### src/hw/rtl/kli_pkg.sv
// Shared types and constants for the key-point linear interpolator.
package kli_pkg;

  localparam int MAX_POINTS_DEF = 32;
  localparam int FRAME_BITS_DEF = 16;
  localparam int IN_FRAME_W     = 16;
  localparam int VAL_W          = 16;
  localparam int Q_W            = 16;

  typedef enum logic [1:0] {
    K_CLEAR  = 2'd0,
    K_INSERT = 2'd1,
    K_EVAL   = 2'd2,
    K_NONE   = 2'd3
  } kind_t;

  typedef struct packed {
    logic  valid;
    kind_t kind;
    logic  have_l;
    logic  have_r;
    logic  found;
  } ctl_t;

endpackage

### src/hw/rtl/kli_div.sv
// Restoring divider, one quotient bit per cycle, for a quotient known to fit Q_W bits.
module kli_div #(
  parameter int FRAME_BITS = kli_pkg::FRAME_BITS_DEF
) (
  input  logic                                  clk,
  input  logic                                  rst,
  input  logic                                  start,
  input  logic [kli_pkg::Q_W+FRAME_BITS-1:0]    num,
  input  logic [FRAME_BITS-1:0]                 den,
  output logic                                  done,
  output logic [kli_pkg::Q_W-1:0]               quo
);
  import kli_pkg::*;

  localparam int CW = $clog2(Q_W + 1);

  logic                  busy;
  logic [CW-1:0]         cnt;
  logic [FRAME_BITS-1:0] rem;
  logic [Q_W-1:0]        lo;
  logic [FRAME_BITS:0]   t;
  logic [FRAME_BITS:0]   t_sub;
  logic                  ge;

  always_comb begin
    t     = {rem, lo[Q_W-1]};
    t_sub = t - {1'b0, den};
    ge    = t >= {1'b0, den};
  end

  always_ff @(posedge clk) begin
    if (rst) begin
      busy <= 1'b0;
      done <= 1'b0;
      cnt  <= '0;
    end else begin
      done <= busy && (cnt == CW'(1));
      if (start) begin
        busy <= 1'b1;
        cnt  <= CW'(Q_W);
      end else if (busy) begin
        cnt <= cnt - CW'(1);
        if (cnt == CW'(1)) begin
          busy <= 1'b0;
        end
      end
    end
  end

  // high part of num is below den, so the quotient fits Q_W bits
  always_ff @(posedge clk) begin
    if (start) begin
      rem <= num[Q_W+FRAME_BITS-1:Q_W];
      lo  <= num[Q_W-1:0];
      quo <= '0;
    end else if (busy) begin
      lo  <= {lo[Q_W-2:0], 1'b0};
      rem <= ge ? t_sub[FRAME_BITS-1:0] : t[FRAME_BITS-1:0];
      quo <= {quo[Q_W-2:0], ge};
    end
  end

endmodule

### config.mk
export PLATFORM = sky130hd
export DESIGN_NAME = kli_div
export DESIGN_NICKNAME = d
export VERILOG_FILES = /design/src/hw/rtl/kli_pkg.sv /design/src/hw/rtl/kli_div.sv
export SDC_FILE = /design/constraint.sdc
export NUM_CORES = 1
export LEC_CHECK = 0
export ABC_CLOCK_PERIOD_IN_PS = 2950
export BUFFER_PORTS_ARGS = -buffer_cell sky130_fd_sc_hd__buf_2
export CORE_MARGIN = 4
export CORE_UTILIZATION = 40
export DETAILED_ROUTE_END_ITERATION = 7
export PLACE_DENSITY_LB_ADDON = 0.05
export SETUP_SLACK_MARGIN = 0.2
export SYNTH_ARGS = -nofsm -noshare
export SYNTH_HDL_FRONTEND = slang
export SYNTH_SLANG_ARGS = --single-unit
### constraint.sdc
create_clock -name clk -period 2.95 [get_ports clk]
set_input_delay 0.59 -clock clk [delete_from_list [all_inputs] [get_ports clk]]
set_output_delay 0.59 -clock clk [all_outputs]
set_load 0.05 [all_outputs]
==> metrics.log <==
INFO  metric power_per_cell_area = 638 nW/µm²
INFO  metric ys.warnings.count = 0
INFO  metric synth_async_sr_flop_share = 0%
INFO  metric worstHoldEndpoint = quo[15]$_SDFFE_PP0P_
INFO  metric rows = 32
INFO  metric clockRootBuffer = clkbuf_8
INFO  metric grt_pass1_vias = 2550
INFO  metric clock_latency = 310 ps
INFO  metric setup.worst_path.class = reg -> reg
INFO  metric finish.net_count = 456
INFO  metric ys_dominant_reg_cell = edfxtp_1
INFO  metric cp.arrival = 2740 ps
INFO  metric totalNegativeSetupSlack = 0 ps
INFO  metric clock.fmax = 386 MHz
INFO  metric worst-r2r-cell-count = 10
INFO  metric hold_class = reg -> reg
INFO  metric postLayoutCellArea = 3920 µm²
INFO  metric post_synth.cell_area_avg = 10.5 µm²
INFO  metric route.vias.total = 2502
INFO  metric routed_wire_length_per_instance = 14.6 µm
INFO  metric vias_per_cell = 5.12
INFO  metric slew_headroom = 64.5%
INFO  metric buffers_on_ports = 67
INFO  metric hold_path_depth = 2
INFO  metric netlist_top_cells_area = edfxtp_1 29%, dfxtp_1 14%, ha_1 6.8%
INFO  metric layout_worst_path_cycle_share = 87.7%
INFO  metric drv.max_cap_violation_count = 0
INFO  metric setup_viol = 0
INFO  metric drtIter0Drc = 96
INFO  metric drive_gt1_share = 30.5%
INFO  metric total_leakage_power = 1.67 nW
INFO  metric grt_max_degree = 33
INFO  metric hpwlAfterDp = 5250 µm
INFO  metric core_region_area = 7890 µm²
INFO  metric globalplace.congestion = 0.768
INFO  metric cts_inserted_buffers = 5
INFO  metric worstHoldStart = quo[15]$_SDFFE_PP0P_
INFO  metric synth.largest_area_cell = edfxtp_1
INFO  metric htree_levels = 2
INFO  metric number_of_design_rule_violations_left_after_detail_routing = 0
INFO  metric critical_path_required = 3110 ps
INFO  metric die_width = 99.1 µm
INFO  metric crit_path_start_kind = flip-flop
INFO  metric nFillCells = 791
INFO  metric share_of_the_synthesized_area_in_the_top_cell_type = 28.9%
INFO  metric grt_setup_unrepaired = true
INFO  metric track_usage = 15.0%
INFO  metric worst_r2r_startpoint = lo[15]$_DFFE_PP_
INFO  metric cts_num_sinks = 55
INFO  metric dpl-instance-area = 3790 µm²
INFO  metric synth_enable_flop_cells = 32
INFO  metric critPathCaptureType = flip-flop
INFO  metric ctsHoldBuffers = 0
INFO  metric final_hold_viol_count = 0
INFO  metric top_level_ports = 68
INFO  metric post_synth_num_cell_types = 61
INFO  metric timing.final.max_slew_violations = 0
INFO  metric worst_slew_pin_slew = 533 ps
INFO  metric initial_core_util = 42.1%
INFO  metric syn-cell-area = 3320 µm²
INFO  metric flow.area_growth_from_synthesis = 18.2%
INFO  metric die_y = 99.1 µm
INFO  metric power.ir.vdd_worst = 276 µV
INFO  metric first_pass_iters = 4
INFO  metric rrSetupSlack = 360 ps
INFO  metric number_of_antenna_violations_at_the_first_check_in_global_routing = 0
INFO  metric post-route-min-period = 2590 ps
INFO  metric cts.reportedPaths.clkPinSlew = 110 ps
INFO  metric timing.critical_path.fanout_max = 5
INFO  metric worst_clock_skew = 7.15 ps
INFO  metric synth-seq-area-share = 42.8%
INFO  metric result_of_the_run = finished clean
INFO  metric syn_inst = 317
INFO  metric r2r-end = rem[12]$_DFFE_PP_
INFO  metric floorplan.die_area = 9820 µm²
INFO  metric final_common_cell = buf_2
INFO  metric tritoncts = done
INFO  metric postCtsSetupBuffers = 0
INFO  metric gr-total-overflow = 0
INFO  metric ys_ff_latch = 55
INFO  metric final_antenna_net_count = 0
INFO  metric cts.path.max_buffers = 2
INFO  metric totalWireLength = 7120 µm
INFO  metric syn-num-nets = 387
INFO  metric antenna_cells_inserted = 0
INFO  metric mostFrequentLayoutCells = 67 x buf_2, 32 x edfxtp_1, 29 x nor2_1
INFO  metric wire_length_of_the_first_global_routing_pass = 12100 µm
-- how the worst max path moves through the flow --
stage,to,startpoint,depth (start not counted),slack (ps)
global placement,rem[14]$_DFFE_PP_,den[0],10,160
finish,rem[12]$_DFFE_PP_,lo[15]$_DFFE_PP_,10,360
floorplan,rem[14]$_DFFE_PP_,den[0],9,390
CTS,rem[14]$_DFFE_PP_,lo[15]$_DFFE_PP_,10,270
detailed placement,rem[14]$_DFFE_PP_,den[0],10,70
global route,rem[14]$_DFFE_PP_,lo[15]$_DFFE_PP_,10,170
-- state kept, by name (all words and copies together) (netlist names) --
name  flops
lo       16
quo      16
rem      16
cnt       5
busy      1
done      1
-- worst max-delay path, cell delays in order (launching register included) --
cell       delay (ps)
edfxtp_1          370
inv_1              80
ha_1              160
inv_1              60
fa_1              440
a211oi_2          260
o21ai_2           130
a2111oi_0         470
nor3_1            130
xnor2_1           140
o31ai_1           180
-- cells by family (layout without fill, tap and decap cells) --
group	count (synthesis)	count (layout)	synth area share, %
and+or+nand+nor	91	91	14.9
AOI/OAI and AO/OA	65	65	15.7
DFF	55	55	42.8
buffers and inverters	39	109	4.79
muxes	30	30	9.61
adders and majority gates	19	19	7.39
xor gates and xnor gates	18	18	4.75
-- synth_stat cells (all sizes together) (2+ instances only) --
cell / count
nor2: 30
o311ai: 6
a21o: 3
a211oi: 4
xor2: 9
nand2b: 4
o21ai: 4
a32oi: 7
nand4b: 6
dfxtp: 23
nor3: 12
mux2i: 15
o31ai: 7
and3: 2
mux2: 15
xnor2: 9
nor2b: 7
ha: 18
or3: 2
o22ai: 2
a2111oi: 3
and2: 3
edfxtp: 32
inv: 23
nand2: 16
nand4: 2
clkbuf: 8
o31a: 4
a21oi: 17
buf: 8
-- per-stage QoR --
step	hold WS [ps]	utilization [%]	cells	setup slack (ps)	power (mW)
finish	505	49.7	489	362	2.50
global route	531	49.7	489	172	2.69
CTS	512	49.7	489	271	2.52
detailed placement	481	48.1	481	72.1	1.98
global placement	473	48.1	481	155	1.97
floorplan	469	-	317	387	1.75
-- metal layers --
| layer | vias up | part of all wire, % | global-route usage [%] |
|---|---|---|---|
| met3 | 4 | 4.8 | 3.37 |
| met2 | 47 | 45 | 23.3 |
| met1 | 1148 | 49 | 21.3 |
| met5 | - | 0 | 0 |
| li1 | 1303 | - | - |
| met4 | 0 | 0.77 | 3.15 |
-- layout make-up --
type / count / area (µm²) / area share (%)
Clock inverter: 3 / 55.1 / 1.40
Multi-Input combinational cell: 223 / 1750 / 44.5
Tap cell: 102 / 128 / 3.25
Timing Repair Buffer: 78 / 418 / 10.7
Sequential cell: 55 / 1420 / 36.2
Clock buffer: 5 / 68.8 / 1.75
Inverter: 23 / 86.3 / 2.20
-- power by group --
| group | internal, mW | total [mW] | switching [mW] |
|---|---|---|---|
| clock | 0.262 | 0.541 | 0.279 |
| sequential | 0.940 | 0.989 | 0.0497 |
| combinational | 0.426 | 0.971 | 0.545 |
| total | 1.63 | 2.50 | 0.874 |
-- what timing repair did --
| action | CTS | global route |
|---|---|---|
| endpoints found under the hold margin | 0 | 0 |
| gates resized for setup | 0 | 2 |
| setup endpoints to repair | 0 | 2 |
(Power assumes the default switching activity.)
