<file path="config.mk">
export PLATFORM = sky130hd
export DESIGN_NAME = kli_cell
export DESIGN_NICKNAME = d
export VERILOG_FILES = /design/src/hw/rtl/kli_pkg.sv /design/src/hw/rtl/kli_cell.sv
export SDC_FILE = /design/constraint.sdc
export NUM_CORES = 1
export LEC_CHECK = 0
export ABC_CLOCK_PERIOD_IN_PS = 2100
export BUFFER_PORTS_ARGS = -buffer_cell sky130_fd_sc_hd__buf_4
export CAP_MARGIN = 20
export CELL_PAD_IN_SITES_DETAIL_PLACEMENT = 0
export CELL_PAD_IN_SITES_GLOBAL_PLACEMENT = 1
export CORE_MARGIN = 8
export CORE_UTILIZATION = 32
export CTS_CLUSTER_SIZE = 25
export DETAILED_ROUTE_END_ITERATION = 10
export GPL_ROUTABILITY_DRIVEN = 0
export PLACE_DENSITY_LB_ADDON = 0.25
export SYNTH_ARGS = -nofsm -noshare
export SYNTH_HDL_FRONTEND = slang
export SYNTH_SLANG_ARGS = --single-unit
</file>
<file path="constraint.sdc">
create_clock -name clk -period 2.1 [get_ports clk]
set_input_delay 0.105 -clock clk [delete_from_list [all_inputs] [get_ports clk]]
set_output_delay 0.105 -clock clk [all_outputs]
set_load 0.01 [all_outputs]
</file>
<file path="src/hw/rtl/kli_pkg.sv">
// Shared types and constants for the key-point linear interpolator.
package kli_pkg;

  localparam int MAX_POINTS_DEF = 32;
  localparam int FRAME_BITS_DEF = 16;
  localparam int IN_FRAME_W     = 16;
  localparam int VAL_W          = 16;
  localparam int Q_W            = 16;

  typedef enum logic [1:0] {
    K_CLEAR  = 2'd0,
    K_INSERT = 2'd1,
    K_EVAL   = 2'd2,
    K_NONE   = 2'd3
  } kind_t;

  typedef struct packed {
    logic  valid;
    kind_t kind;
    logic  have_l;
    logic  have_r;
    logic  found;
  } ctl_t;

endpackage

</file>
<file path="src/hw/rtl/kli_cell.sv">
// One storage cell of the key-point chain: holds a point and updates the passing token.
module kli_cell #(
  parameter int FRAME_BITS = kli_pkg::FRAME_BITS_DEF,
  parameter int IDX_W      = 5,
  parameter int CELL_IDX   = 0
) (
  input  logic                           clk,
  input  logic                           rst,
  input  logic                           occ,
  input  kli_pkg::ctl_t                  ctl_in,
  input  logic [FRAME_BITS-1:0]          f_in,
  input  logic signed [kli_pkg::VAL_W-1:0] kv_in,
  input  logic [FRAME_BITS-1:0]          lf_in,
  input  logic signed [kli_pkg::VAL_W-1:0] lv_in,
  input  logic [FRAME_BITS-1:0]          rf_in,
  input  logic signed [kli_pkg::VAL_W-1:0] rv_in,
  input  logic                           app_we,
  input  logic [IDX_W-1:0]               app_idx,
  input  logic [FRAME_BITS-1:0]          app_f,
  input  logic signed [kli_pkg::VAL_W-1:0] app_v,
  output kli_pkg::ctl_t                  ctl_out,
  output logic [FRAME_BITS-1:0]          f_out,
  output logic signed [kli_pkg::VAL_W-1:0] kv_out,
  output logic [FRAME_BITS-1:0]          lf_out,
  output logic signed [kli_pkg::VAL_W-1:0] lv_out,
  output logic [FRAME_BITS-1:0]          rf_out,
  output logic signed [kli_pkg::VAL_W-1:0] rv_out
);
  import kli_pkg::*;

  logic [FRAME_BITS-1:0]   pf;
  logic signed [VAL_W-1:0] pv;

  logic hit, ev, take_l, take_r, match;
  ctl_t ctl_next;
  logic [FRAME_BITS-1:0]   lf_next, rf_next;
  logic signed [VAL_W-1:0] lv_next, rv_next;

  always_comb begin
    hit    = ctl_in.valid && occ;
    ev     = hit && (ctl_in.kind == K_EVAL);
    take_l = ev && (pf <= f_in) && (!ctl_in.have_l || (pf > lf_in));
    take_r = ev && (pf >= f_in) && (!ctl_in.have_r || (pf < rf_in));
    match  = hit && (ctl_in.kind == K_INSERT) && (pf == f_in);

    ctl_next        = ctl_in;
    ctl_next.have_l = ctl_in.have_l || take_l;
    ctl_next.have_r = ctl_in.have_r || take_r;
    ctl_next.found  = ctl_in.found || match;
    lf_next         = take_l ? pf : lf_in;
    lv_next         = take_l ? pv : lv_in;
    rf_next         = take_r ? pf : rf_in;
    rv_next         = take_r ? pv : rv_in;
  end

  always_ff @(posedge clk) begin
    if (app_we && (app_idx == IDX_W'(CELL_IDX))) begin
      pf <= app_f;
      pv <= app_v;
    end else if (match) begin
      pv <= kv_in;
    end
  end

  always_ff @(posedge clk) begin
    if (rst) begin
      ctl_out <= '0;
    end else begin
      ctl_out <= ctl_next;
    end
    f_out  <= f_in;
    kv_out <= kv_in;
    lf_out <= lf_next;
    lv_out <= lv_next;
    rf_out <= rf_next;
    rv_out <= rv_next;
  end

endmodule

</file>
==> run_summary.xml, run 1 <==
<?xml version="1.0" encoding="UTF-8"?>
<metrics>
  <group name="cts">
    <metric name="cts_buffers" unit="">17</metric>
    <metric name="cts_max_level" unit="">4</metric>
    <metric name="tritoncts_num_sinks" unit="">134</metric>
    <metric name="worst_skew_pair.late_latency" unit="ns">0.43</metric>
    <metric name="tritoncts_clock_tree" unit="">done</metric>
    <metric name="cts_buffer_depth" unit="">2</metric>
    <metric name="cts_root_buffer" unit="">clkbuf_16</metric>
    <metric name="clock_transition_at_the_register_clock_pins_on_the_worst_setup_and_hold_paths_after_cts" unit="ns">0.06</metric>
  </group>
  <group name="detailed_routing">
    <metric name="routed-wl-met2" unit="um">10200</metric>
    <metric name="drt.antenna.violating_nets" unit="">0</metric>
    <metric name="dr_total_vias" unit="">4980</metric>
    <metric name="route.detailed.drc" unit="">0</metric>
    <metric name="postRouteWirelength" unit="um">19900</metric>
    <metric name="routedLengthMet1" unit="um">7620</metric>
    <metric name="dr.max_layer_used" unit="">met4</metric>
    <metric name="via_per_inst" unit="">4.39</metric>
    <metric name="routedWlPerCell" unit="um">17.6</metric>
    <metric name="detailedRoute.firstIterationViolations" unit="">102</metric>
    <metric name="wl_met3" unit="um">1860</metric>
    <metric name="firstDrtPassIters" unit="">4</metric>
  </group>
  <group name="run_status">
    <metric name="violations" unit="">negative setup slack</metric>
    <metric name="run_status" unit="">complete, but fails checks</metric>
  </group>
  <group name="synthesis">
    <metric name="postSynthAreaPerCell" unit="sq um">12.2</metric>
    <metric name="synth_enable_flop_cells" unit="">32</metric>
    <metric name="ys_seq_elements" unit="">134</metric>
    <metric name="synth_area" unit="sq um">5390</metric>
    <metric name="mappedNetlistNets" unit="">632</metric>
    <metric name="async_flop_share" unit="%">0</metric>
    <metric name="yosysSeqAreaShare" unit="%">55.7</metric>
    <metric name="yosys.cell_types.count" unit="">40</metric>
    <metric name="synthFlopType" unit="">dfxtp_1</metric>
    <metric name="yosysWarningCount" unit="">0</metric>
    <metric name="synthesis.instances" unit="">442</metric>
  </group>
  <group name="timing">
    <metric name="final_hold_viol_count" unit="">0</metric>
    <metric name="setup_violations" unit="">64</metric>
    <metric name="min_period_over_period" unit="%">119</metric>
    <metric name="final.setup.worst_slack" unit="ns">-0.394</metric>
    <metric name="worst_clock_skew" unit="ns">0.0137</metric>
    <metric name="grt_setup_unrepaired" unit="">true</metric>
    <metric name="transition_time_of_the_tightest_slew_check_pin" unit="ns">0.380</metric>
    <metric name="tns" unit="ns">-23.00</metric>
    <metric name="timing.final.max_slew_violations" unit="">0</metric>
    <metric name="final_critical_path_required_period" unit="ns">2.49</metric>
    <metric name="fmax" unit="GHz">0.401</metric>
    <metric name="slew_headroom" unit="%">74.5</metric>
  </group>
  <group name="layout">
    <metric name="synthToLayoutAreaGrowth" unit="%">95.3</metric>
    <metric name="commonest_non_fill_non_tap_cell_in_the_layout" unit="">buf_4</metric>
    <metric name="final_layout_size_suffix_gt1_share" unit="%">49.5</metric>
    <metric name="insertedDiodeCount" unit="">0</metric>
    <metric name="nNetsFinal" unit="">1091</metric>
    <metric name="layout.cells.most_common_list" unit="">292 x buf_4, 134 x dlygate4sd3_1, 102 x dfxtp_1</metric>
    <metric name="n_fill_cell" unit="">1289</metric>
  </group>
  <group name="worst_setup_path">
    <metric name="worstPathRequired" unit="ns">2.41</metric>
    <metric name="cp-endpoint" unit="">rf_out[11]$_DFF_P_</metric>
    <metric name="r2r_cells" unit="">9</metric>
    <metric name="crit_start_category" unit="">flip-flop</metric>
    <metric name="crit_fanout" unit="">5</metric>
    <metric name="setup.worst_path.class" unit="">flip-flop to flip-flop</metric>
    <metric name="reg2reg_slack" unit="ns">-0.39</metric>
    <metric name="critPathArrivalTime" unit="ns">2.80</metric>
    <metric name="worstSetupStartpoint" unit="">pf[15]$_DFFE_PP_</metric>
    <metric name="endpoint_kind" unit="">flip-flop</metric>
    <metric name="rr_endpoint" unit="">rf_out[11]$_DFF_P_</metric>
    <metric name="r2r-start" unit="">pf[15]$_DFFE_PP_</metric>
  </group>
  <group name="grt">
    <metric name="first_global_vias" unit="">5774</metric>
    <metric name="global_route_wire_length_before_repair" unit="um">30700</metric>
    <metric name="grt.overflow.total" unit="">0</metric>
    <metric name="global_route.usage.total" unit="%">18.6</metric>
    <metric name="grt_start_max_net_pins" unit="">21</metric>
    <metric name="antenna_found_initial" unit="">0</metric>
  </group>
  <group name="floorplan">
    <metric name="top_level_ports" unit="">245</metric>
    <metric name="core_area" unit="sq um">16500</metric>
    <metric name="die_width" unit="um">146</metric>
    <metric name="die_y" unit="um">146</metric>
    <metric name="initial_core_util" unit="%">32.6</metric>
    <metric name="rows" unit="">47</metric>
    <metric name="dieArea" unit="sq um">21300</metric>
  </group>
  <group name="power">
    <metric name="report.power.total" unit="mW">6.78</metric>
    <metric name="static-leakage-power" unit="nW">5.03</metric>
    <metric name="vdd_ir_drop_max" unit="mV">0.556</metric>
    <metric name="power.density_cell_area" unit="nW/um^2">644</metric>
  </group>
  <group name="place">
    <metric name="dpl.hpwl" unit="um">14100</metric>
    <metric name="numPortBuffers" unit="">244</metric>
  </group>
  <group name="run">
    <metric name="cap_violations" unit="">0</metric>
  </group>
  <group name="hold_path">
    <metric name="min-delay-path-class" unit="">primary input to flip-flop</metric>
  </group>
</metrics>
==> power by group <==
group / total [mW] / internal [mW] / switching, mW
Clock: 2.91 / 1.76 / 1.15
Combinational: 1.08 / 0.683 / 0.392
Sequential: 2.80 / 2.76 / 0.0394
Total: 6.78 / 5.20 / 1.58
==> worst max-delay path, stage by stage, from the launching register on <==
cell and delay (ns):
edfxtp_1 0.48, ha_4 0.32, and4_4 0.27, nand3_4 0.12
a21oi_4 0.14, o41a_1 0.18, a21boi_4 0.24, buf_6 0.17
buf_12 0.14, mux2_4 0.30
==> worst min-delay path by stage <==
stage                    from                    end  slack, ns  cells past startpoint
floorplan             f_in[0]       f_out[0]$_DFF_P_       0.13                      0
global placement     kv_in[5]      kv_out[5]$_DFF_P_       0.22                      1
detailed placement    f_in[9]       f_out[9]$_DFF_P_       0.22                      1
CTS                 ctl_in[2]  ctl_out[2]$_SDFF_PP0_       0.03                      3
global route        ctl_in[2]  ctl_out[2]$_SDFF_PP0_       0.04                      3
finish              ctl_in[2]  ctl_out[2]$_SDFF_PP0_       0.04                      3
==> logic make-up (layout without fill, tap and decap cells) <==
logic type                 Yosys count  count (layout)  share of synthesized area (%)
and+or+nand+nor                     97              97                           8.42
DFF                                134             134                           55.7
AOI/OAI and AO/OA                   43              43                           5.06
muxes                               64              64                           15.5
adders and majority gates           47              47                           10.9
buffers and inverters               57             529                           4.46
==> registers in the layout, summed over array words and instances, names as in the netlist <==
| register | flops |
|---|---|
| pv | 16 |
| lv_out | 16 |
| lf_out | 16 |
| kv_out | 16 |
| rv_out | 16 |
| f_out | 16 |
| rf_out | 16 |
| pf | 16 |
| ctl_out | 6 |
==> area by class of cell <==
type	count	area [sq um]	share of cell area, %
Sequential cell	134	3000	28.5
Clock buffer	21	482	4.58
Inverter	49	184	1.75
Timing Repair Buffer	448	3880	36.9
Tap cell	220	275	2.61
Multi-Input combinational cell	251	2600	24.7
Clock inverter	11	97.6	0.927
==> cell usage after synthesis (2+ instances only) <==
master	number	share of area (%)
dfxtp_1	102	38
nand2_1	65	4.5
inv_1	48	3.3
ha_1	47	11
mux2_1	34	7.1
edfxtp_1	32	18
mux2_4	30	8.4
a21oi_1	22	2.0
nor2_1	9	0.63
nand4_1	5	0.58
nor2b_1	5	0.58
o21ai_0	4	0.37
and4_1	3	0.49
buf_2	3	0.28
buf_6	3	0.63
o211ai_1	3	0.42
a211oi_1	2	0.28
nor3_1	2	0.19
o21ai_1	2	0.19
==> layer usage <==
layer / vias up / global-route usage [%]
li1: 2448 / -
met1: 2317 / 18.7
met2: 192 / 33.4
met3: 23 / 8.24
met4: 0 / 6.77
met5: - / 0
==> repair_timing <==
item                       CTS  global route
hold endpoints to repair   134             0
setup buffers               15             7
hold buffers               134             0
setup endpoints to repair   80            80
gates resized for setup     69            28
pin swaps                   11            14
cloned                       4             0
==> per-stage QoR <==
| stage | setup slack [ns] | util [%] | hold WS (ns) | area (sq um) | cells |
|---|---|---|---|---|---|
| 2_1_floorplan | -0.133 | - | 0.133 | 5450 | 442 |
| 5_1_grt | -0.478 | 63.7 | 0.0420 | 10500 | 1134 |
| 6_report | -0.394 | 63.7 | 0.0423 | 10500 | 1134 |
| 3_3_place_gp | -0.383 | 47.6 | 0.219 | 7870 | 942 |
| 4_1_cts | -0.390 | 62.6 | 0.0315 | 10300 | 1127 |
| 3_5_place_dp | -0.436 | 47.6 | 0.221 | 7870 | 942 |
Note: power is estimated with default switching activity, not from simulation.
==> run 2, diff against run 1 <==
--- a/config.mk
+++ b/config.mk
@@ -5,13 +5,14 @@
 export SDC_FILE = /design/constraint.sdc
 export NUM_CORES = 1
 export LEC_CHECK = 0
+export ABC_AREA = 1
 export ABC_CLOCK_PERIOD_IN_PS = 2100
 export BUFFER_PORTS_ARGS = -buffer_cell sky130_fd_sc_hd__buf_4
 export CAP_MARGIN = 20
 export CELL_PAD_IN_SITES_DETAIL_PLACEMENT = 0
 export CELL_PAD_IN_SITES_GLOBAL_PLACEMENT = 1
 export CORE_MARGIN = 8
-export CORE_UTILIZATION = 32
+export CORE_UTILIZATION = 30
 export CTS_CLUSTER_SIZE = 25
 export DETAILED_ROUTE_END_ITERATION = 10
 export GPL_ROUTABILITY_DRIVEN = 0
==> run_summary.xml, run 2 <==
<?xml version="1.0" encoding="UTF-8"?>
<metrics>
  <group name="run_status">
    <metric name="run_status" unit="">complete, but fails checks</metric>
    <metric name="violations" unit="">negative setup slack</metric>
  </group>
  <group name="cts">
    <metric name="tritoncts_num_sinks" unit="">134</metric>
    <metric name="cts_buffers" unit="">17</metric>
    <metric name="cts_max_level" unit="">4</metric>
    <metric name="clock_transition_at_the_register_clock_pins_on_the_worst_setup_and_hold_paths_after_cts" unit="ns">0.06</metric>
    <metric name="cts_buffer_depth" unit="">2</metric>
    <metric name="worst_skew_pair.late_latency" unit="ns">0.42</metric>
    <metric name="tritoncts_clock_tree" unit="">done</metric>
    <metric name="cts_root_buffer" unit="">clkbuf_16</metric>
  </group>
  <group name="layout">
    <metric name="commonest_non_fill_non_tap_cell_in_the_layout" unit="">buf_4</metric>
    <metric name="layout.cells.most_common_list" unit="">278 x buf_4, 202 x nand2_1, 136 x dlygate4sd3_1</metric>
    <metric name="synthToLayoutAreaGrowth" unit="%">86.8</metric>
    <metric name="final_layout_size_suffix_gt1_share" unit="%">36.3</metric>
    <metric name="n_fill_cell" unit="">1597</metric>
    <metric name="nNetsFinal" unit="">1258</metric>
  </group>
  <group name="place">
    <metric name="dpl.hpwl" unit="um">14900</metric>
    <metric name="numPortBuffers" unit="">244</metric>
    <metric name="dpl_worst_slack" unit="ns">-0.0546</metric>
  </group>
  <group name="synthesis">
    <metric name="yosys.cell_types.count" unit="">24</metric>
    <metric name="netlist_top_cells_count" unit="">235 x nand2_1, 102 x dfxtp_1, 72 x nand3_1, 68 x inv_1, 47 x ha_1</metric>
    <metric name="ys_seq_elements" unit="">134</metric>
    <metric name="post-synth-top-area-fraction" unit="%">36.8</metric>
    <metric name="synthFlopType" unit="">dfxtp_1</metric>
    <metric name="synth_top_family_by_area" unit="">simple AND/OR/NAND/NOR gates</metric>
    <metric name="netlist.top_cell.by_area" unit="">dfxtp_1</metric>
    <metric name="yosysSeqAreaShare" unit="%">54.1</metric>
    <metric name="synth_xor_xnor_area_share" unit="%">0</metric>
    <metric name="yosysWarningCount" unit="">0</metric>
    <metric name="synthSimpleGateAreaFrac" unit="%">25.1</metric>
    <metric name="synth_compound_area_share" unit="%">2.82</metric>
    <metric name="synth_adder_area_share" unit="%">10.6</metric>
    <metric name="synth_enable_flop_cells" unit="">32</metric>
    <metric name="synthesis.instances" unit="">639</metric>
    <metric name="postSynthAreaPerCell" unit="sq um">8.69</metric>
    <metric name="async_flop_share" unit="%">0</metric>
    <metric name="yosysMostFrequentCell" unit="">nand2_1</metric>
    <metric name="synth.area.mux_share" unit="%">0</metric>
    <metric name="synth_area" unit="sq um">5550</metric>
    <metric name="mappedNetlistNets" unit="">829</metric>
    <metric name="synth_area_leaders" unit="">dfxtp_1 37%, edfxtp_1 17%, nand2_1 16%</metric>
  </group>
  <group name="timing">
    <metric name="final_hold_viol_count" unit="">0</metric>
    <metric name="setup_violations" unit="">18</metric>
    <metric name="slew_headroom" unit="%">68.9</metric>
    <metric name="fmax" unit="GHz">0.469</metric>
    <metric name="tns" unit="ns">-0.237</metric>
    <metric name="min_period_over_period" unit="%">101</metric>
    <metric name="final.setup.worst_slack" unit="ns">-0.0303</metric>
    <metric name="worst_clock_skew" unit="ns">0.0115</metric>
    <metric name="final_critical_path_required_period" unit="ns">2.13</metric>
    <metric name="timing.final.max_slew_violations" unit="">0</metric>
    <metric name="grt_setup_unrepaired" unit="">true</metric>
    <metric name="transition_time_of_the_tightest_slew_check_pin" unit="ns">0.466</metric>
  </group>
  <group name="floorplan">
    <metric name="dieArea" unit="sq um">23100</metric>
    <metric name="die_y" unit="um">152</metric>
    <metric name="die_width" unit="um">152</metric>
    <metric name="initial_core_util" unit="%">30.7</metric>
    <metric name="rows" unit="">49</metric>
    <metric name="core_area" unit="sq um">18100</metric>
    <metric name="top_level_ports" unit="">245</metric>
  </group>
  <group name="worst_setup_path">
    <metric name="r2r_cells" unit="">12</metric>
    <metric name="crit_fanout" unit="">5</metric>
    <metric name="worstPathRequired" unit="ns">2.41</metric>
    <metric name="rr_endpoint" unit="">lv_out[15]$_DFF_P_</metric>
    <metric name="r2r-start" unit="">pf[14]$_DFFE_PP_</metric>
    <metric name="setup.worst_path.class" unit="">flip-flop to flip-flop</metric>
    <metric name="critPathArrivalTime" unit="ns">2.44</metric>
    <metric name="endpoint_kind" unit="">flip-flop</metric>
    <metric name="reg2reg_slack" unit="ns">-0.03</metric>
    <metric name="crit_start_category" unit="">flip-flop</metric>
  </group>
  <group name="power">
    <metric name="vdd_ir_drop_max" unit="mV">0.578</metric>
    <metric name="cellInternalPower" unit="mW">5.17</metric>
    <metric name="clock_power_share" unit="%">43.8</metric>
    <metric name="net_switching_component_of_the_power" unit="mW">1.75</metric>
    <metric name="seqPwrFrac" unit="%">40.5</metric>
    <metric name="static-leakage-power" unit="nW">5.24</metric>
    <metric name="switching_share" unit="%">25.3</metric>
    <metric name="power.density_cell_area" unit="nW/um^2">668</metric>
    <metric name="power.combinational.fraction" unit="%">15.8</metric>
  </group>
  <group name="hold_path">
    <metric name="worst_hold_path_ep" unit="">ctl_out[0]$_SDFF_PP0_</metric>
    <metric name="worst_min_delay_path_startpoint" unit="">occ</metric>
    <metric name="worst_hold_path.num_cells" unit="">5</metric>
    <metric name="min-delay-path-class" unit="">primary input to flip-flop</metric>
  </group>
  <group name="run">
    <metric name="cap_violations" unit="">0</metric>
  </group>
  <group name="grt">
    <metric name="antenna_found_initial" unit="">2</metric>
    <metric name="grt_start_max_net_pins" unit="">33</metric>
    <metric name="global_route_wire_length_before_repair" unit="um">32600</metric>
    <metric name="grt.overflow.total" unit="">0</metric>
    <metric name="global_route.usage.total" unit="%">17.8</metric>
    <metric name="first_global_vias" unit="">6074</metric>
  </group>
  <group name="detailed_routing">
    <metric name="postRouteWirelength" unit="um">21500</metric>
    <metric name="drt.antenna.violating_nets" unit="">0</metric>
    <metric name="firstDrtPassIters" unit="">7</metric>
    <metric name="dr_total_vias" unit="">5750</metric>
    <metric name="routedWlPerCell" unit="um">16.4</metric>
    <metric name="route.detailed.drc" unit="">0</metric>
    <metric name="via_per_inst" unit="">4.38</metric>
    <metric name="detailedRoute.firstIterationViolations" unit="">185</metric>
  </group>
</metrics>
## run 2: cell types whose count changed after synthesis, moves of 4 or more
cell     before  now
mux2_1       34    0
nor2b_1       5    0
nand2_1      65  235
buf_2         3   13
mux2_4       30    0
a21oi_1      22   17
inv_1        48   68
nand3_1       1   72
nand2_2       0    4
nor2_1        9   20
## run 2: layer usage
metal  track usage, %  vias up  wire length [um]
met5                0        -                 0
met4             7.76        0               594
met3             5.73       38              1460
met2             30.7      201             10700
met1             19.8     2613              8740
li1                 -     2898                 -
## run 2: how the worst max path moves through the flow
stage          slack, ns              from  cells after the start                  to
3_3_place_gp       -0.03  pf[14]$_DFFE_PP_                     12   lf_out[6]$_DFF_P_
2_1_floorplan       0.17  pf[15]$_DFFE_PP_                      7     pv[0]$_DFFE_PP_
5_1_grt            -0.12  pf[15]$_DFFE_PP_                     13   lv_out[0]$_DFF_P_
4_1_cts          -0.0002  pf[11]$_DFFE_PP_                     12   lv_out[0]$_DFF_P_
6_report           -0.03  pf[14]$_DFFE_PP_                     12  lv_out[15]$_DFF_P_
3_5_place_dp       -0.05  pf[14]$_DFFE_PP_                     12   lv_out[0]$_DFF_P_
## run 2: worst max-delay path: stages, from the launching register on
cell       delay [ns]
edfxtp_1         0.42
ha_1             0.34
nand2_4          0.09
inv_2            0.04
nand2_2          0.05
nand2_2          0.07
a21oi_4          0.16
nand3_2          0.11
a21oi_4          0.30
nand2_8          0.13
clkbuf_16        0.19
nand2_2          0.07
nand2_1          0.05
## run 2: area by class of cell
cell class	instances	area, sq um	share of cell area, %
Multi-Input combinational cell	412	2470	23.9
Tap cell	229	287	2.76
Clock inverter	15	170	1.64
Sequential cell	134	3000	29.0
Antenna cell	2	5.00	0.0483
Clock buffer	17	425	4.10
Timing Repair Buffer	430	3730	35.9
Inverter	73	278	2.68
## run 2: power by group through the flow
stage	sequential (mW)	clock, mW	combinational [mW]
2_1_floorplan	2.92	0	0.233
3_3_place_gp	2.86	0	0.800
3_5_place_dp	2.86	0	0.803
4_1_cts	2.80	3.11	1.02
5_1_grt	2.81	3.21	1.19
6_report	2.80	3.03	1.09
## run 2: cells by family after synthesis
logic type                 count (synthesis)
buffers and inverters                     93
AOI/OAI and AO/OA                         26
and+or+nand+nor                          339
DFF                                      134
adders and majority gates                 47
## run 2: stage by stage
step                      util [%]  hold WS (ns)  total power [mW]  cells  cell area (sq um)
after floorplan                  -         0.133              3.15    639               5550
after global placement        43.5         0.219              3.66   1128               7870
after detailed placement      43.5         0.219              3.66   1128               7870
after CTS                     54.5        -0.123              6.94   1297               9850
after global routing          57.3         0.261              7.21   1312              10400
final                         57.3         0.205              6.93   1312              10400
## run 2: timing repair
item                                    in CTS  in global routing
pin swaps                                    1                 13
setup buffers                                2                  8
endpoints found under the setup margin      64                 82
hold endpoints to repair                   134                  1
resized for setup                            4                 82
hold buffers                               135                  1
cloned                                       0                  4
==> run 3, diff against run 2 <==
--- a/config.mk
+++ b/config.mk
@@ -6,13 +6,13 @@
 export NUM_CORES = 1
 export LEC_CHECK = 0
 export ABC_AREA = 1
-export ABC_CLOCK_PERIOD_IN_PS = 2100
+export ABC_CLOCK_PERIOD_IN_PS = 2400
 export BUFFER_PORTS_ARGS = -buffer_cell sky130_fd_sc_hd__buf_4
 export CAP_MARGIN = 20
 export CELL_PAD_IN_SITES_DETAIL_PLACEMENT = 0
 export CELL_PAD_IN_SITES_GLOBAL_PLACEMENT = 1
 export CORE_MARGIN = 8
-export CORE_UTILIZATION = 30
+export CORE_UTILIZATION = 34
 export CTS_CLUSTER_SIZE = 25
 export DETAILED_ROUTE_END_ITERATION = 10
 export GPL_ROUTABILITY_DRIVEN = 0
==> constraint.sdc (replaced) <==
create_clock -name clk -period 2.4 [get_ports clk]
set_input_delay 0.12 -clock clk [delete_from_list [all_inputs] [get_ports clk]]
set_output_delay 0.12 -clock clk [all_outputs]
set_load 0.01 [all_outputs]
==> run_summary.xml, run 3 (synthesis results as in run 2) <==
<?xml version="1.0" encoding="UTF-8"?>
<metrics>
  <group name="layout">
    <metric name="n_fill_cell" unit="">1358</metric>
    <metric name="nNetsFinal" unit="">1221</metric>
    <metric name="synthToLayoutAreaGrowth" unit="%">74.4</metric>
    <metric name="layout.cells.most_common_list" unit="">257 x buf_4, 235 x nand2_1, 134 x dlygate4sd3_1</metric>
    <metric name="final_layout_size_suffix_gt1_share" unit="%">28.9</metric>
    <metric name="finish.instance_area" unit="sq um">9680</metric>
    <metric name="layoutNonFillerInstCount" unit="">1262</metric>
    <metric name="final_core_utilization" unit="%">60.7</metric>
    <metric name="commonest_non_fill_non_tap_cell_in_the_layout" unit="">buf_4</metric>
  </group>
  <group name="timing">
    <metric name="grt_setup_unrepaired" unit="">false</metric>
    <metric name="fmax" unit="GHz">0.443</metric>
    <metric name="tns" unit="ns">0</metric>
    <metric name="final_critical_path_required_period" unit="ns">2.26</metric>
    <metric name="setup_violations" unit="">0</metric>
    <metric name="timing.final.max_slew_violations" unit="">0</metric>
    <metric name="transition_time_of_the_tightest_slew_check_pin" unit="ns">0.753</metric>
    <metric name="worst_clock_skew" unit="ns">0.00887</metric>
    <metric name="min_period_over_period" unit="%">94.0</metric>
    <metric name="slew_headroom" unit="%">49.7</metric>
    <metric name="final_hold_viol_count" unit="">0</metric>
  </group>
  <group name="worst_setup_path">
    <metric name="setup.worst_path.class" unit="">flip-flop to flip-flop</metric>
    <metric name="worstPathRequired" unit="ns">2.71</metric>
    <metric name="r2r-start" unit="">pf[15]$_DFFE_PP_</metric>
    <metric name="endpoint_kind" unit="">flip-flop</metric>
    <metric name="critPathArrivalTime" unit="ns">2.57</metric>
    <metric name="crit_fanout" unit="">16</metric>
    <metric name="crit_start_category" unit="">flip-flop</metric>
    <metric name="worstSetupStartpoint" unit="">pf[15]$_DFFE_PP_</metric>
  </group>
  <group name="detailed_routing">
    <metric name="firstDrtPassIters" unit="">5</metric>
    <metric name="drt.antenna.violating_nets" unit="">0</metric>
    <metric name="postRouteWirelength" unit="um">20100</metric>
    <metric name="routedWlPerCell" unit="um">15.9</metric>
    <metric name="detailedRoute.firstIterationViolations" unit="">312</metric>
    <metric name="route.detailed.drc" unit="">0</metric>
    <metric name="via_per_inst" unit="">4.47</metric>
    <metric name="dr_total_vias" unit="">5637</metric>
  </group>
  <group name="cts">
    <metric name="cts_max_level" unit="">4</metric>
    <metric name="cts_buffer_depth" unit="">2</metric>
    <metric name="worst_skew_pair.late_latency" unit="ns">0.42</metric>
    <metric name="cts_root_buffer" unit="">clkbuf_16</metric>
    <metric name="tritoncts_num_sinks" unit="">134</metric>
    <metric name="clock_transition_at_the_register_clock_pins_on_the_worst_setup_and_hold_paths_after_cts" unit="ns">0.06</metric>
    <metric name="cts_buffers" unit="">17</metric>
    <metric name="tritoncts_clock_tree" unit="">done</metric>
  </group>
  <group name="floorplan">
    <metric name="initial_core_util" unit="%">34.8</metric>
    <metric name="die_width" unit="um">144</metric>
    <metric name="rows" unit="">46</metric>
    <metric name="top_level_ports" unit="">245</metric>
    <metric name="core_area" unit="sq um">15900</metric>
    <metric name="die_y" unit="um">144</metric>
    <metric name="dieArea" unit="sq um">20700</metric>
  </group>
  <group name="hold_path">
    <metric name="worst_min_delay_path_startpoint" unit="">app_v[11]</metric>
    <metric name="min-delay-path-class" unit="">primary input to flip-flop</metric>
  </group>
  <group name="run_status">
    <metric name="run_status" unit="">finished clean</metric>
  </group>
  <group name="grt">
    <metric name="first_global_vias" unit="">6134</metric>
    <metric name="antenna_found_initial" unit="">2</metric>
    <metric name="global_route_wire_length_before_repair" unit="um">31100</metric>
    <metric name="global_route.usage.total" unit="%">19.5</metric>
    <metric name="grt_start_max_net_pins" unit="">33</metric>
    <metric name="grt.overflow.total" unit="">0</metric>
  </group>
  <group name="power">
    <metric name="cellInternalPower" unit="mW">4.89</metric>
    <metric name="static-leakage-power" unit="nW">4.98</metric>
    <metric name="power.density_cell_area" unit="nW/um^2">652</metric>
    <metric name="power.combinational.fraction" unit="%">13.7</metric>
    <metric name="seqPwrFrac" unit="%">39.0</metric>
    <metric name="clock_power_share" unit="%">47.3</metric>
    <metric name="switching_share" unit="%">22.6</metric>
    <metric name="net_switching_component_of_the_power" unit="mW">1.43</metric>
    <metric name="vdd_ir_drop_max" unit="mV">0.457</metric>
  </group>
  <group name="place">
    <metric name="placed_cells" unit="">1093</metric>
    <metric name="dpl.hpwl" unit="um">14700</metric>
    <metric name="numPortBuffers" unit="">244</metric>
    <metric name="detailed_place.area" unit="sq um">7650</metric>
  </group>
  <group name="run">
    <metric name="cap_violations" unit="">0</metric>
  </group>
</metrics>
[run 3: stage by stage]
step	total power, mW	setup slack [ns]	hold WS (ns)
floorplan	2.76	0.474	0.148
global placement	3.18	0.199	0.235
detailed placement	3.19	0.138	0.234
CTS	6.38	0.120	0.00105
global route	6.56	0.000872	0.0210
finish	6.31	0.144	0.0185
[run 3: power groups by stage]
stage          sequential, mW  clock (mW)  combinational (mW)
2_1_floorplan            2.55           0               0.204
3_3_place_gp             2.51           0               0.677
3_5_place_dp             2.51           0               0.686
4_1_cts                  2.46        3.05               0.869
5_1_grt                  2.47        3.14               0.951
6_report                 2.46        2.99               0.866
[run 3: final cells by class]
cell class,count,area (sq um),area share (%)
antenna,2,5.00,0.0517
clock buffer,18,429,4.43
clock inverter,14,245,2.53
inverter,73,275,2.84
multi-input combinational,412,2140,22.1
sequential,134,3000,31.0
tap,216,270,2.79
timing repair buffer,393,3310,34.2
[run 3: repair_timing]
item / 4_1_cts / 5_1_grt
setup endpoints to repair: 0 / 15
gates resized for setup: 0 / 1
endpoints found under the hold margin: 133 / 0
hold buffers: 134 / 0
setup buffers: 0 / 1
[run 3: worst paths after layout]
check                           depth (start not counted)  slack (ns)                 to
worst max register to register                         13        0.14  rv_out[9]$_DFF_P_
worst max-delay path                                   13        0.14  rv_out[9]$_DFF_P_
worst min-delay path                                    3        0.02   pv[11]$_DFFE_PP_
worst min register to register                          2        0.53  rv_out[4]$_DFF_P_
[run 3: worst max-delay path: stages (launching register included)]
cell and delay (ns):
edfxtp_1 0.49, ha_1 0.37, nand2_2 0.09, nor2_4 0.13, nand2_1 0.13, inv_2 0.11, nand2_2 0.08, nand4_1 0.10
nand2_1 0.06, clkinv_2 0.08, nand2_2 0.17, buf_12 0.22, nand2_1 0.06, nand2_1 0.05
[run 3: metal layers]
metal	global-route usage [%]	wire length, um	vias to the layer above	part of all wire [%]
met5	0	0	-	0
met4	8.36	535	0	2.7
met3	6.07	1560	41	7.8
met2	33.6	9900	215	49
met1	21.9	8060	2554	40
li1	-	-	2827	-
